===== src/rtl/core/diq_pkg.sv =====
// Shared types and constants for the digital input qualifier.
// Used by diq_lane, diq_merge and the top level; no dependencies.
`timescale 1ns / 1ps

package diq_pkg;

  // Channels in use (1 to 4); result fields always carry four lanes.
  localparam int CHANNELS  = 4;
  localparam int LANES_MAX = 4;

  localparam int NOW_W   = 32;
  localparam int COUNT_W = 32;
  localparam int MS_W    = 16;
  localparam int MASK_W  = 4;
  localparam int EDGE_W  = 2;

  localparam int CFG_IDX_W  = 3;
  localparam int CFG_DATA_W = 16;

  localparam int S_DATA_W = 40;
  localparam int M_DATA_W = 160;

  // Register indexes
  localparam logic [CFG_IDX_W-1:0] REG_CHANNEL_ENABLE = 3'd0;
  localparam logic [CFG_IDX_W-1:0] REG_INVERT         = 3'd1;
  localparam logic [CFG_IDX_W-1:0] REG_DEBOUNCE_MS    = 3'd2;
  localparam logic [CFG_IDX_W-1:0] REG_EDGE_SELECT    = 3'd3;
  localparam logic [CFG_IDX_W-1:0] REG_COUNT_ENABLE   = 3'd4;
  localparam logic [CFG_IDX_W-1:0] REG_ALARM_ENABLE   = 3'd5;
  localparam logic [CFG_IDX_W-1:0] REG_ALARM_LEVEL    = 3'd6;
  localparam logic [CFG_IDX_W-1:0] REG_ALARM_DELAY_MS = 3'd7;

  // Edge select codes; anything else reports both edges
  localparam logic [EDGE_W-1:0] EDGE_RISING_ONLY  = 2'd0;
  localparam logic [EDGE_W-1:0] EDGE_FALLING_ONLY = 2'd1;
  localparam logic [EDGE_W-1:0] EDGE_BOTH         = 2'd2;

  // Register reset values
  localparam logic [MASK_W-1:0] RST_CHANNEL_ENABLE = 4'hF;
  localparam logic [MASK_W-1:0] RST_ALARM_LEVEL    = 4'hF;
  localparam logic [MS_W-1:0]   RST_DEBOUNCE_MS    = 16'd50;

  typedef enum logic [1:0] {
    LVL_UNKNOWN = 2'd0,
    LVL_LOW     = 2'd1,
    LVL_HIGH    = 2'd2
  } lvl_t;

  // Per-lane view of the configuration
  typedef struct packed {
    logic            enable;
    logic            invert;
    logic            count_en;
    logic            alarm_en;
    logic            alarm_level;
    logic            want_rise;
    logic            want_fall;
    logic [MS_W-1:0] debounce_ms;
    logic [MS_W-1:0] alarm_delay_ms;
  } lane_cfg_t;

  // Per-lane result flags after one update
  typedef struct packed {
    logic level;
    logic known;
    logic debouncing;
    logic rising;
    logic falling;
    logic alarm_active;
    logic alarm_raised;
  } lane_flags_t;

endpackage


===== src/rtl/core/diq_lane.sv =====
// One channel of the qualifier: inversion, time debounce, edge filter,
// pulse counter and level alarm. Depends on diq_pkg.
`timescale 1ns / 1ps

module diq_lane (
  input  logic                           clk,
  input  logic                           rst,
  input  logic                           step,
  input  diq_pkg::lane_cfg_t             cfg,
  input  logic [diq_pkg::NOW_W-1:0]      now_ms,
  input  logic                           pin,
  input  logic                           clear,
  output diq_pkg::lane_flags_t           flags,
  output logic [diq_pkg::COUNT_W-1:0]    pulse_count
);

  diq_pkg::lvl_t                  conf;
  diq_pkg::lvl_t                  conf_next;
  diq_pkg::lvl_t                  pend;
  diq_pkg::lvl_t                  pend_next;
  diq_pkg::lvl_t                  new_lvl;
  diq_pkg::lvl_t                  alarm_lvl;
  logic [diq_pkg::NOW_W-1:0]      start;
  logic [diq_pkg::NOW_W-1:0]      start_next;
  logic [diq_pkg::NOW_W-1:0]      change_t;
  logic [diq_pkg::NOW_W-1:0]      change_t_next;
  logic [diq_pkg::COUNT_W-1:0]    count;
  logic [diq_pkg::COUNT_W-1:0]    count_base;
  logic [diq_pkg::COUNT_W-1:0]    count_next;
  logic                           alarm;
  logic                           alarm_next;
  logic                           dbf;
  logic                           dbf_next;
  logic                           confirm;
  logic                           rise;
  logic                           fall;
  logic                           raised;
  logic                           delay_met;
  logic [diq_pkg::NOW_W-1:0]      pend_elapsed;
  logic [diq_pkg::NOW_W-1:0]      hold;
  logic [diq_pkg::NOW_W-1:0]      debounce_w;
  logic [diq_pkg::NOW_W-1:0]      delay_w;

  // Wrapping time differences
  assign pend_elapsed = now_ms - start;
  assign hold         = now_ms - change_t;
  assign debounce_w   = {{(diq_pkg::NOW_W - diq_pkg::MS_W){1'b0}}, cfg.debounce_ms};
  assign delay_w      = {{(diq_pkg::NOW_W - diq_pkg::MS_W){1'b0}}, cfg.alarm_delay_ms};

  always_comb begin
    count_base    = clear ? '0 : count;
    conf_next     = conf;
    pend_next     = pend;
    start_next    = start;
    change_t_next = change_t;
    count_next    = count_base;
    alarm_next    = alarm;
    dbf_next      = dbf;
    confirm       = 1'b0;
    rise          = 1'b0;
    fall          = 1'b0;
    raised        = 1'b0;
    new_lvl       = (pin ^ cfg.invert) ? diq_pkg::LVL_HIGH : diq_pkg::LVL_LOW;
    alarm_lvl     = cfg.alarm_level ? diq_pkg::LVL_HIGH : diq_pkg::LVL_LOW;
    // a fresh confirmation has zero hold time
    delay_met     = 1'b0;

    if (cfg.enable) begin
      if (new_lvl != conf) begin
        if (pend != new_lvl) begin
          pend_next  = new_lvl;
          start_next = now_ms;
          dbf_next   = 1'b1;
        end else if (pend_elapsed >= debounce_w) begin
          dbf_next = 1'b0;
          confirm  = 1'b1;
        end
      end else begin
        pend_next = diq_pkg::LVL_UNKNOWN;
        dbf_next  = 1'b0;
      end

      if (confirm) begin
        conf_next     = new_lvl;
        change_t_next = now_ms;
        if (conf == diq_pkg::LVL_LOW && new_lvl == diq_pkg::LVL_HIGH && cfg.want_rise) begin
          rise = 1'b1;
          if (cfg.count_en) begin
            count_next = count_base + {{(diq_pkg::COUNT_W - 1){1'b0}}, 1'b1};
          end
        end else if (conf == diq_pkg::LVL_HIGH && new_lvl == diq_pkg::LVL_LOW &&
                     cfg.want_fall) begin
          fall = 1'b1;
        end
      end

      delay_met = confirm ? (delay_w == '0) : (hold >= delay_w);

      if (cfg.alarm_en && conf_next == alarm_lvl) begin
        if (!alarm && delay_met) begin
          alarm_next = 1'b1;
          raised     = 1'b1;
        end
      end else begin
        alarm_next = 1'b0;
      end
    end
  end

  always_ff @(posedge clk) begin
    if (rst) begin
      conf  <= diq_pkg::LVL_UNKNOWN;
      pend  <= diq_pkg::LVL_UNKNOWN;
      count <= '0;
      alarm <= 1'b0;
      dbf   <= 1'b0;
    end else if (step) begin
      conf     <= conf_next;
      pend     <= pend_next;
      start    <= start_next;
      change_t <= change_t_next;
      count    <= count_next;
      alarm    <= alarm_next;
      dbf      <= dbf_next;
    end
  end

  assign flags.level        = (conf_next == diq_pkg::LVL_HIGH);
  assign flags.known        = (conf_next != diq_pkg::LVL_UNKNOWN);
  assign flags.debouncing   = dbf_next;
  assign flags.rising       = rise;
  assign flags.falling      = fall;
  assign flags.alarm_active = alarm_next;
  assign flags.alarm_raised = raised;
  assign pulse_count        = count_next;

endmodule


===== src/rtl/core/diq_merge.sv =====
// Merging stage: gathers lane flags and counts into one result word and
// holds it in a two-entry output buffer. Depends on diq_pkg.
`timescale 1ns / 1ps

module diq_merge (
  input  logic                          clk,
  input  logic                          rst,
  input  diq_pkg::lane_flags_t          flags  [diq_pkg::LANES_MAX],
  input  logic [diq_pkg::COUNT_W-1:0]   counts [diq_pkg::LANES_MAX],
  input  logic                          in_valid,
  output logic                          in_ready,
  output logic                          m_tvalid,
  input  logic                          m_tready,
  output logic [diq_pkg::M_DATA_W-1:0]  m_tdata
);

  localparam int PAD_W = diq_pkg::M_DATA_W - 7 * diq_pkg::LANES_MAX
                         - diq_pkg::LANES_MAX * diq_pkg::COUNT_W;

  logic [diq_pkg::LANES_MAX-1:0]                   lv;
  logic [diq_pkg::LANES_MAX-1:0]                   kn;
  logic [diq_pkg::LANES_MAX-1:0]                   db;
  logic [diq_pkg::LANES_MAX-1:0]                   ri;
  logic [diq_pkg::LANES_MAX-1:0]                   fa;
  logic [diq_pkg::LANES_MAX-1:0]                   aa;
  logic [diq_pkg::LANES_MAX-1:0]                   ar;
  logic [diq_pkg::LANES_MAX*diq_pkg::COUNT_W-1:0]  cnt_flat;
  logic [diq_pkg::M_DATA_W-1:0]                    word;
  logic [diq_pkg::M_DATA_W-1:0]                    out_word;
  logic [diq_pkg::M_DATA_W-1:0]                    skid_word;
  logic                                            out_valid;
  logic                                            skid_valid;

  always_comb begin
    for (int i = 0; i < diq_pkg::LANES_MAX; i++) begin
      lv[i] = flags[i].level;
      kn[i] = flags[i].known;
      db[i] = flags[i].debouncing;
      ri[i] = flags[i].rising;
      fa[i] = flags[i].falling;
      aa[i] = flags[i].alarm_active;
      ar[i] = flags[i].alarm_raised;
      cnt_flat[i*diq_pkg::COUNT_W +: diq_pkg::COUNT_W] = counts[i];
    end
  end

  assign word = {{PAD_W{1'b0}}, cnt_flat, ar, aa, fa, ri, db, kn, lv};

  // Second entry fills only while the first is stalled
  always_ff @(posedge clk) begin
    if (rst) begin
      out_valid  <= 1'b0;
      skid_valid <= 1'b0;
    end else begin
      if (!out_valid || m_tready) begin
        if (skid_valid) begin
          out_word   <= skid_word;
          out_valid  <= 1'b1;
          skid_valid <= 1'b0;
        end else begin
          out_valid <= in_valid;
          if (in_valid) begin
            out_word <= word;
          end
        end
      end else if (in_valid) begin
        skid_word  <= word;
        skid_valid <= 1'b1;
      end
    end
  end

  assign in_ready = !skid_valid;
  assign m_tvalid = out_valid;
  assign m_tdata  = out_word;

endmodule


===== src/rtl/core/digital_input_qualifier.sv =====
// Digital input qualifier: top level with configuration registers, channel
// lanes and the merging stage. Depends on diq_pkg, diq_lane and diq_merge.
//
// Takes one time-stamped pin sample per clock while s_tready is high and
// returns one registered word for each. Every channel has its own lane with
// two 32-bit time subtractors and a pulse counter, so a whole update
// (debounce check, edge, count and alarm) completes in the accepting cycle.
// A two-word output buffer keeps s_tready high while one result waits on
// m_tready; s_tready drops only when both words are held. There is no
// start-up clearing pass: the block accepts words from the first cycle
// after reset. Configuration writes take effect on the next cycle.
`timescale 1ns / 1ps

module digital_input_qualifier (
  input  logic                              clk,
  input  logic                              rst,
  // fields from bit 0: now_ms[31:0], raw_pins[35:32], clear_counts[39:36]
  input  logic                              s_tvalid,
  output logic                              s_tready,
  input  logic [diq_pkg::S_DATA_W-1:0]      s_tdata,
  // fields from bit 0: level_bits[3:0], level_known[7:4], debouncing[11:8],
  // rising_events[15:12], falling_events[19:16], alarm_active[23:20],
  // alarm_raised[27:24], pulse_count_0[59:28], pulse_count_1[91:60],
  // pulse_count_2[123:92], pulse_count_3[155:124], zero fill[159:156]
  output logic                              m_tvalid,
  input  logic                              m_tready,
  output logic [diq_pkg::M_DATA_W-1:0]      m_tdata,
  input  logic                              cfg_we,
  input  logic [diq_pkg::CFG_IDX_W-1:0]     cfg_index,
  input  logic [diq_pkg::CFG_DATA_W-1:0]    cfg_data
);

  logic [diq_pkg::MASK_W-1:0]    channel_enable_mask;
  logic [diq_pkg::MASK_W-1:0]    invert_mask;
  logic [diq_pkg::MS_W-1:0]      debounce_ms;
  logic [diq_pkg::EDGE_W-1:0]    edge_select;
  logic [diq_pkg::MASK_W-1:0]    count_enable_mask;
  logic [diq_pkg::MASK_W-1:0]    alarm_enable_mask;
  logic [diq_pkg::MASK_W-1:0]    alarm_level_mask;
  logic [diq_pkg::MS_W-1:0]      alarm_delay_ms;

  logic                          accept;
  logic [diq_pkg::NOW_W-1:0]     now_ms;
  logic [diq_pkg::MASK_W-1:0]    raw_pins;
  logic [diq_pkg::MASK_W-1:0]    clear_counts;

  diq_pkg::lane_flags_t          flags  [diq_pkg::LANES_MAX];
  logic [diq_pkg::COUNT_W-1:0]   counts [diq_pkg::LANES_MAX];

  always_ff @(posedge clk) begin
    if (rst) begin
      channel_enable_mask <= diq_pkg::RST_CHANNEL_ENABLE;
      invert_mask         <= '0;
      debounce_ms         <= diq_pkg::RST_DEBOUNCE_MS;
      edge_select         <= diq_pkg::EDGE_BOTH;
      count_enable_mask   <= '0;
      alarm_enable_mask   <= '0;
      alarm_level_mask    <= diq_pkg::RST_ALARM_LEVEL;
      alarm_delay_ms      <= '0;
    end else if (cfg_we) begin
      unique case (cfg_index)
        diq_pkg::REG_CHANNEL_ENABLE: channel_enable_mask <= cfg_data[diq_pkg::MASK_W-1:0];
        diq_pkg::REG_INVERT:         invert_mask         <= cfg_data[diq_pkg::MASK_W-1:0];
        diq_pkg::REG_DEBOUNCE_MS:    debounce_ms         <= cfg_data[diq_pkg::MS_W-1:0];
        diq_pkg::REG_EDGE_SELECT:    edge_select         <= cfg_data[diq_pkg::EDGE_W-1:0];
        diq_pkg::REG_COUNT_ENABLE:   count_enable_mask   <= cfg_data[diq_pkg::MASK_W-1:0];
        diq_pkg::REG_ALARM_ENABLE:   alarm_enable_mask   <= cfg_data[diq_pkg::MASK_W-1:0];
        diq_pkg::REG_ALARM_LEVEL:    alarm_level_mask    <= cfg_data[diq_pkg::MASK_W-1:0];
        diq_pkg::REG_ALARM_DELAY_MS: alarm_delay_ms      <= cfg_data[diq_pkg::MS_W-1:0];
        default: ;
      endcase
    end
  end

  assign accept       = s_tvalid && s_tready;
  assign now_ms       = s_tdata[diq_pkg::NOW_W-1:0];
  assign raw_pins     = s_tdata[diq_pkg::NOW_W +: diq_pkg::MASK_W];
  assign clear_counts = s_tdata[diq_pkg::NOW_W + diq_pkg::MASK_W +: diq_pkg::MASK_W];

  for (genvar i = 0; i < diq_pkg::LANES_MAX; i++) begin : g_lane
    if (i < diq_pkg::CHANNELS) begin : g_used
      diq_pkg::lane_cfg_t lane_cfg;

      assign lane_cfg.enable         = channel_enable_mask[i];
      assign lane_cfg.invert         = invert_mask[i];
      assign lane_cfg.count_en       = count_enable_mask[i];
      assign lane_cfg.alarm_en       = alarm_enable_mask[i];
      assign lane_cfg.alarm_level    = alarm_level_mask[i];
      assign lane_cfg.want_rise      = (edge_select != diq_pkg::EDGE_FALLING_ONLY);
      assign lane_cfg.want_fall      = (edge_select != diq_pkg::EDGE_RISING_ONLY);
      assign lane_cfg.debounce_ms    = debounce_ms;
      assign lane_cfg.alarm_delay_ms = alarm_delay_ms;

      diq_lane u_lane (
        .clk         (clk),
        .rst         (rst),
        .step        (accept),
        .cfg         (lane_cfg),
        .now_ms      (now_ms),
        .pin         (raw_pins[i]),
        .clear       (clear_counts[i]),
        .flags       (flags[i]),
        .pulse_count (counts[i])
      );
    end else begin : g_unused
      assign flags[i]  = '0;
      assign counts[i] = '0;
    end
  end

  diq_merge u_merge (
    .clk      (clk),
    .rst      (rst),
    .flags    (flags),
    .counts   (counts),
    .in_valid (accept),
    .in_ready (s_tready),
    .m_tvalid (m_tvalid),
    .m_tready (m_tready),
    .m_tdata  (m_tdata)
  );

endmodule


===== config.mk =====
export PLATFORM = sky130hd
export DESIGN_NAME = digital_input_qualifier
export DESIGN_NICKNAME = d
export VERILOG_FILES = /design/src/rtl/core/diq_pkg.sv /design/src/rtl/core/diq_lane.sv /design/src/rtl/core/diq_merge.sv /design/src/rtl/core/digital_input_qualifier.sv
export SDC_FILE = /design/constraint.sdc
export NUM_CORES = 2
export LEC_CHECK = 0
export ABC_AREA = 0
export BUFFER_PORTS_ARGS = -buffer_cell sky130_fd_sc_hd__buf_2
export CAP_MARGIN = 20
export CORE_AREA = 8 8 293 295
export DETAILED_ROUTE_END_ITERATION = 10
export DIE_AREA = 0 0 301 303
export PLACE_DENSITY_LB_ADDON = 0.05
export SYNTH_ARGS = -nofsm -noshare
export SYNTH_HDL_FRONTEND = slang
export SYNTH_SLANG_ARGS = --single-unit

===== constraint.sdc =====
create_clock -name clk -period 20.6 [get_ports clk]
set_input_delay 3.09 -clock clk [delete_from_list [all_inputs] [get_ports clk]]
set_output_delay 3.09 -clock clk [all_outputs]
set_load 0.01 [all_outputs]

== Yosys cells after proc, flatten, opt, wreduce, memory -nomap -nowiden ==
Index checks and enable logic that the tools add are counted.

* Muxes and demuxes: 139
* Bitwise logic cells: 6
* $lt $le $gt $ge: 8
* Reduce and logical (&&, ||, !) cells: 63
* Eq/ne operators: 44
* Add/subtract/negate cells: 12

{| class="wikitable"
|+ Operator list
! cell !! count
|-
| 32-bit 2-to-1 mux || 20
|-
| 156-bit 2-to-1 mux || 2
|-
| 32-bit by 16-bit greater-or-equal comparator with 1-bit output || 8
|-
| 32-bit subtractor || 8
|-
| 32-bit by 1-bit adder with 32-bit output, second input constant || 4
|-
| 1-bit 2-to-1 mux || 89
|-
| 2-bit 2-to-1 mux || 28
|-
| 32-bit zero test || 1
|-
| 1-bit logical AND || 25
|-
| 2-bit equality test, second input constant || 12
|-
| 5-bit AND reduction || 4
|-
| 3-bit AND reduction || 6
|-
| 2-bit by 1-bit equality test with 1-bit output, second input constant || 8
|-
| 2-bit != test || 8
|-
| 2-bit AND reduction || 8
|-
| 4-bit AND reduction || 4
|-
| 3-bit equality test, second input constant || 4
|-
| 2-bit nonzero test || 6
|-
| 2-bit equality test || 4
|-
| 2-bit != test, second input constant || 4
|-
| 3-bit by 2-bit equality test with 1-bit output, second input constant || 2
|-
| 1-bit zero test || 6
|-
| 1-bit bitwise XOR || 4
|-
| 3-bit by 1-bit equality test with 1-bit output, second input constant || 1
|-
| other kinds (5) || 6
|}

* Logic and storage cells: 312
* Register bits: 776
* Input bits: 64
* Output and inout bits: 162

== Logic depth before layout (Yosys ltp) ==
* Depth in word-level cells: 14
* Depth in mapped cells: 25
* Mapped depth without buffers: 24

== Modules after synthesis ==
From an unflattened synthesis, not the netlist that was laid out.

* Cells, all modules: 5617
* Area, all modules: 53138.5 µm²

{| class="wikitable"
|+ Modules (own cells, without submodules)
! module !! cells each !! sequential area each (µm²) !! instances !! area an instance (µm²)
|-
| diq_lane at g_lane[1].g_used.u_lane ... || 1248 || 2682.6 || 2 || 9903.2
|-
| diq_merge || 501 || 9409.0 || 1 || 11805.1
|-
| diq_lane at g_lane[0].g_used.u_lane || 1206 || 2682.6 || 1 || 9699.3
|-
| diq_lane at g_lane[3].g_used.u_lane || 1198 || 2682.6 || 1 || 9566.7
|-
| digital_input_qualifier || 216 || 1081.0 || 1 || 2260.9
|}

== Worst setup path after synthesis ==
No wires, ideal clock.

* Kind: input port to flip-flop
* Start point: input rst
* End point: register u_merge.out_word (netlist bit u_merge.m_tdata[0]), enable pin
* Path slack: 5514 ps
* Stages on the path: 4
* Library setup time: 862 ps
* Arrival: 14223 ps
* Cells stage by stage: clkbuf_1 clkbuf_1 clkbuf_1 nor3_1

* Longest elaborated chain between the ends: 2

{| class="wikitable"
|+ Ends and longest elaborated chain
! what !! line !! text
|-
| start, declared || digital_input_qualifier.sv:16 || <nowiki>input logic rst,</nowiki>
|-
| 1-bit NOT (no line) || -- ||
|-
| 3-bit AND reduction (no line) || -- ||
|-
| end signal, assigned || diq_merge.sv:57 || <nowiki>out_word <= skid_word;</nowiki>
|-
| end signal, assigned || diq_merge.sv:63 || <nowiki>out_word <= word;</nowiki>
|-
| end, declared || diq_merge.sv:29 || <nowiki>logic [diq_pkg::M_DATA_W-1:0] out_word;</nowiki>
|}

Every way passes these cells.
A chain may end at the register's enable or synchronous reset.

== Worst setup path in the final report ==
* Start point: input s_tdata[1] in the netlist's numbering
* End point: register u_merge.out_word (netlist bit u_merge.m_tdata[90]) (data pin)

* Longest elaborated chain between the ends: 10

{| class="wikitable"
|+ Ends and longest elaborated chain
! what !! line !! text
|-
| start, declared || digital_input_qualifier.sv:20 || <nowiki>input logic [diq_pkg::S_DATA_W-1:0] s_tdata,</nowiki>
|-
| 32-bit subtractor || diq_lane.sv:45 || <nowiki>assign pend_elapsed = now_ms - start;</nowiki>
|-
| 32-bit by 16-bit greater-or-equal comparator with 1-bit output || diq_lane.sv:74 || <nowiki>end else if (pend_elapsed >= debounce_w) begin</nowiki>
|-
| 1-bit 2-to-1 mux || diq_lane.sv:74 ||
|-
| 1-bit 2-to-1 mux || diq_lane.sv:70 || <nowiki>if (pend != new_lvl) begin</nowiki>
|-
| 1-bit 2-to-1 mux || diq_lane.sv:69 || <nowiki>if (new_lvl != conf) begin</nowiki>
|-
| 1-bit 2-to-1 mux || diq_lane.sv:68 || <nowiki>if (cfg.enable) begin</nowiki>
|-
| 32-bit 2-to-1 mux || diq_lane.sv:83 || <nowiki>if (confirm) begin</nowiki>
|-
| 32-bit 2-to-1 mux || diq_lane.sv:68 ||
|-
| 156-bit 2-to-1 mux || diq_merge.sv:62 || <nowiki>if (in_valid) begin</nowiki>
|-
| 156-bit 2-to-1 mux || diq_merge.sv:56 || <nowiki>if (skid_valid) begin</nowiki>
|}

Every way passes these cells. The select of a mux whose other input is x is not followed.

==> run summary <==
Die width = 301 um
Critical path's top delay family = compound AO/OA/AOI/OAI gates
Seq/Total Area, Yosys = 42.0%
Pre-CTS setup slack = 11.01 ns
EDFF count, synth = 568
Initial Util = 62.2%
Final critical-path share of the clock period = 43.6%
Reg clk slew, reported paths = 0.06 ns
Leak = 21.5 nW
Skew-Pair Late Insertion Delay = 0.68 ns
Vias/cell = 6.36
Crit-path max FO = 21
Synth top area share = 33.8%
Crit path DAT = 9.47 ns
Type of the tightest min-delay check = reg2reg
Max Fclk = 0.111 GHz
Cell taking the most area after synthesis = edfxtp_1
Crit path largest cell delay = 0.51 ns
Synth Instances = 5394
Vias = 42500
Die height = 303 um
Setup TNS = 0 ns
Layout cell share with drive strength beyond 1 = 10.6%
Yosys synthesis warning count = 0
# Max-Cap Violations = 0
Mean Syn Cell Area = 9.36 um2
Crit-path most repeated cell = nand2_1
CP cell instances = buf_2 -> inv_1 -> fa_1 -> nand2b_1 -> a21o_1 -> and2_1 -> o21ai_0 -> nand3_1 -> nand2_1 -> xor2_1 -> ha_1 -> a21oi_1 -> nand2_1 -> a221oi_1 -> o211ai_1 -> a2111o_1 -> a211o_1 -> nor4_1 -> nand4_1 -> o21ai_1 -> buf_4 -> nor3_1 -> a311o_1 -> a31oi_1
Synth unique cells = 105
# hold bufs at CTS = 0
Cts bufs inserted = 86
Post-CTS Resized = 0
Root Buffer = clkbuf_16
Top-count cell post-synth = edfxtp_1
Most frequent cells after synthesis = edfxtp_1 (568), nand2_1 (545), a21oi_1 (425)
Post-synth top flop = edfxtp_1
Row Count = 105
Max Root-Sink Buffers = 3
RD Place Congestion = 0.970
Hold Slack = 0.453 ns
H-tree levels = 3
Fillers = 6437
Post-CTS Setup Inserts = 0
Overflow after GRT = 0
Async S/R FF share, synth = 0%
Initial antenna violation count = 7
Syn-to-layout area delta = 9.82%
Total GRT Usage = 31.7%
Final WL = 149 mm
TritonRoute pass-1 iters = 6
Core Region = 0.0812 mm2
Synthesized area = 0.0505 mm2
Largest net degree at the start of global routing = 157
DP HPWL = 106 mm
Crit end category = flop
Final #Nets = 5981
Minimum clock period = 8.98 ns
Placed Area = 0.0525 mm2
Routed wire per std cell = 22.4 um
Initial DRC Count = 3297
CTS tree = yes
DRC = 0
Startpoint Class = primary input
Worst-margin pin slew = 1.16 ns
Relative slew slack = 22.2%
RSZ-0062 raised after global routing = false
Clock net sink count = 776
WP buf/inv = 3
I/O pin count = 226
I/O Buffers = 221
Fin util = 68.3%
Final hold viol count = 0
Status = completed
Fin Clk Skew = 0.0797 ns
Top cells by area, synth = edfxtp_1 (34%), ha_1 (9.4%), dfxtp_1 (8.2%)
Antenna Violating Nets Remaining = 0
Worst path required time = 21.09 ns
Setup Viol. Count Final = 0
First-pass GRT wire length = 231 mm
Die Area = 0.0912 mm2
Crit Path Category = in2reg
Pwr/cell area = 72.8 mW/mm2
Critical path's slowest cell = fa_1
Vias in the first global route = 41000
Peak supply drop = 0.0000799 V
Synth Register Bits = 776
PnR worst setup slack = 11.62 ns
Max Slew Vio Count = 0
Fin area = 0.0555 mm2
-- final timing paths --
path / startpoint / end / slack, ns / cells past startpoint
worst max register to register: g_lane[1].g_used.u_lane.start[0]$_DFFE_PP_ / u_merge.m_tdata[90]$_DFFE_PP_ / 14.25 / 23
worst max-delay path: s_tdata[1] / u_merge.m_tdata[90]$_DFFE_PP_ / 11.62 / 24
worst min-delay path: debounce_ms[11]$_SDFFE_PP0P_ / debounce_ms[11]$_SDFFE_PP0P_ / 0.45 / 2
worst min register to register: debounce_ms[11]$_SDFFE_PP0P_ / debounce_ms[11]$_SDFFE_PP0P_ / 0.45 / 2
-- cell type report --
type                            instances  area [um2]  area share, %
Inverter                              367        1380           2.49
Clock buffer                          112        2360           4.26
Clock inverter                         50         553          0.997
Antenna cell                            7        17.5         0.0316
Timing Repair Buffer                  270        1510           2.71
Tap cell                             1070        1340           2.41
Sequential cell                       776       21200           38.3
Multi-Input combinational cell       4028       27100           48.8
-- placed cells by master (no fill, tap or decap), types with 89 or more instances in the layout --
cell type	n
nand3_1	173
clkbuf_16	90
edfxtp_1	568
inv_1	363
xor2_1	122
nor3_1	109
dfxtp_1	207
nor2b_1	89
xnor2_1	169
o21ai_0	249
mux2_2	109
ha_1	380
nor2_1	379
a21o_1	93
buf_2	220
nand4_1	134
nand2_1	544
a21oi_1	425
-- worst register-to-register path, delay by kind of cell (launching register included) --
family	cells	cell delay (ns)
AO/OA/AOI/OAI	10	3.06
AND/OR/NAND/NOR	8	1.44
adder cells (fa/ha/maj)	3	0.89
flip-flops	1	0.36
buffers and inverters	1	0.27
XOR/XNOR	1	0.15
-- metal layers --
| layer | up-vias | GRT usage (%) | share of wire, % |
|---|---|---|---|
| met2 | 1677 | 55.1 | 49 |
| met4 | 4 | 13.6 | 4.5 |
| met3 | 318 | 4.02 | 6.9 |
| met5 | - | 0 | 0.017 |
| li1 | 20200 | - | - |
| met1 | 20300 | 39.7 | 40 |
-- kinds of logic (layout without fill, tap and decap cells) --
group,count (synthesis),after routing,synth area share [%]
DFF,776,776,42.0
xor gates and xnor gates,291,291,5.05
and+or+nand+nor,1803,1803,17.6
muxes,157,157,3.38
buffers and inverters,593,799,4.54
other,1,11,0.00742
adders and majority gates,388,388,9.73
AOI/OAI and AO/OA,1385,1385,17.7
-- state kept, by name, summed over array words and instances (netlist names), 8 cells and up --
name	flops
u_merge.m_tdata	156
u_merge.skid_word	156
g_lane.g_used.u_lane.change_t	128
g_lane.g_used.u_lane.count	128
g_lane.g_used.u_lane.start	128
alarm_delay_ms	16
debounce_ms	16
g_lane.g_used.u_lane.conf	8
g_lane.g_used.u_lane.pend	8
-- through the flow --
step                      instances  power [mW]
final                          6680        4.04
after global routing           6676        4.19
after CTS                      6673        4.04
after detailed placement       6511        2.47
after global placement         6511        2.46
after floorplan                5397        2.26
-- where the power goes --
| group | internal [mW] | switching (mW) | total, mW |
|---|---|---|---|
| logic | 0.255 | 0.463 | 0.718 |
| clock network | 0.901 | 0.683 | 1.58 |
| registers | 1.72 | 0.0164 | 1.74 |
| total | 2.88 | 1.16 | 4.04 |
No activity file was read; power rests on OpenSTA's default activity.
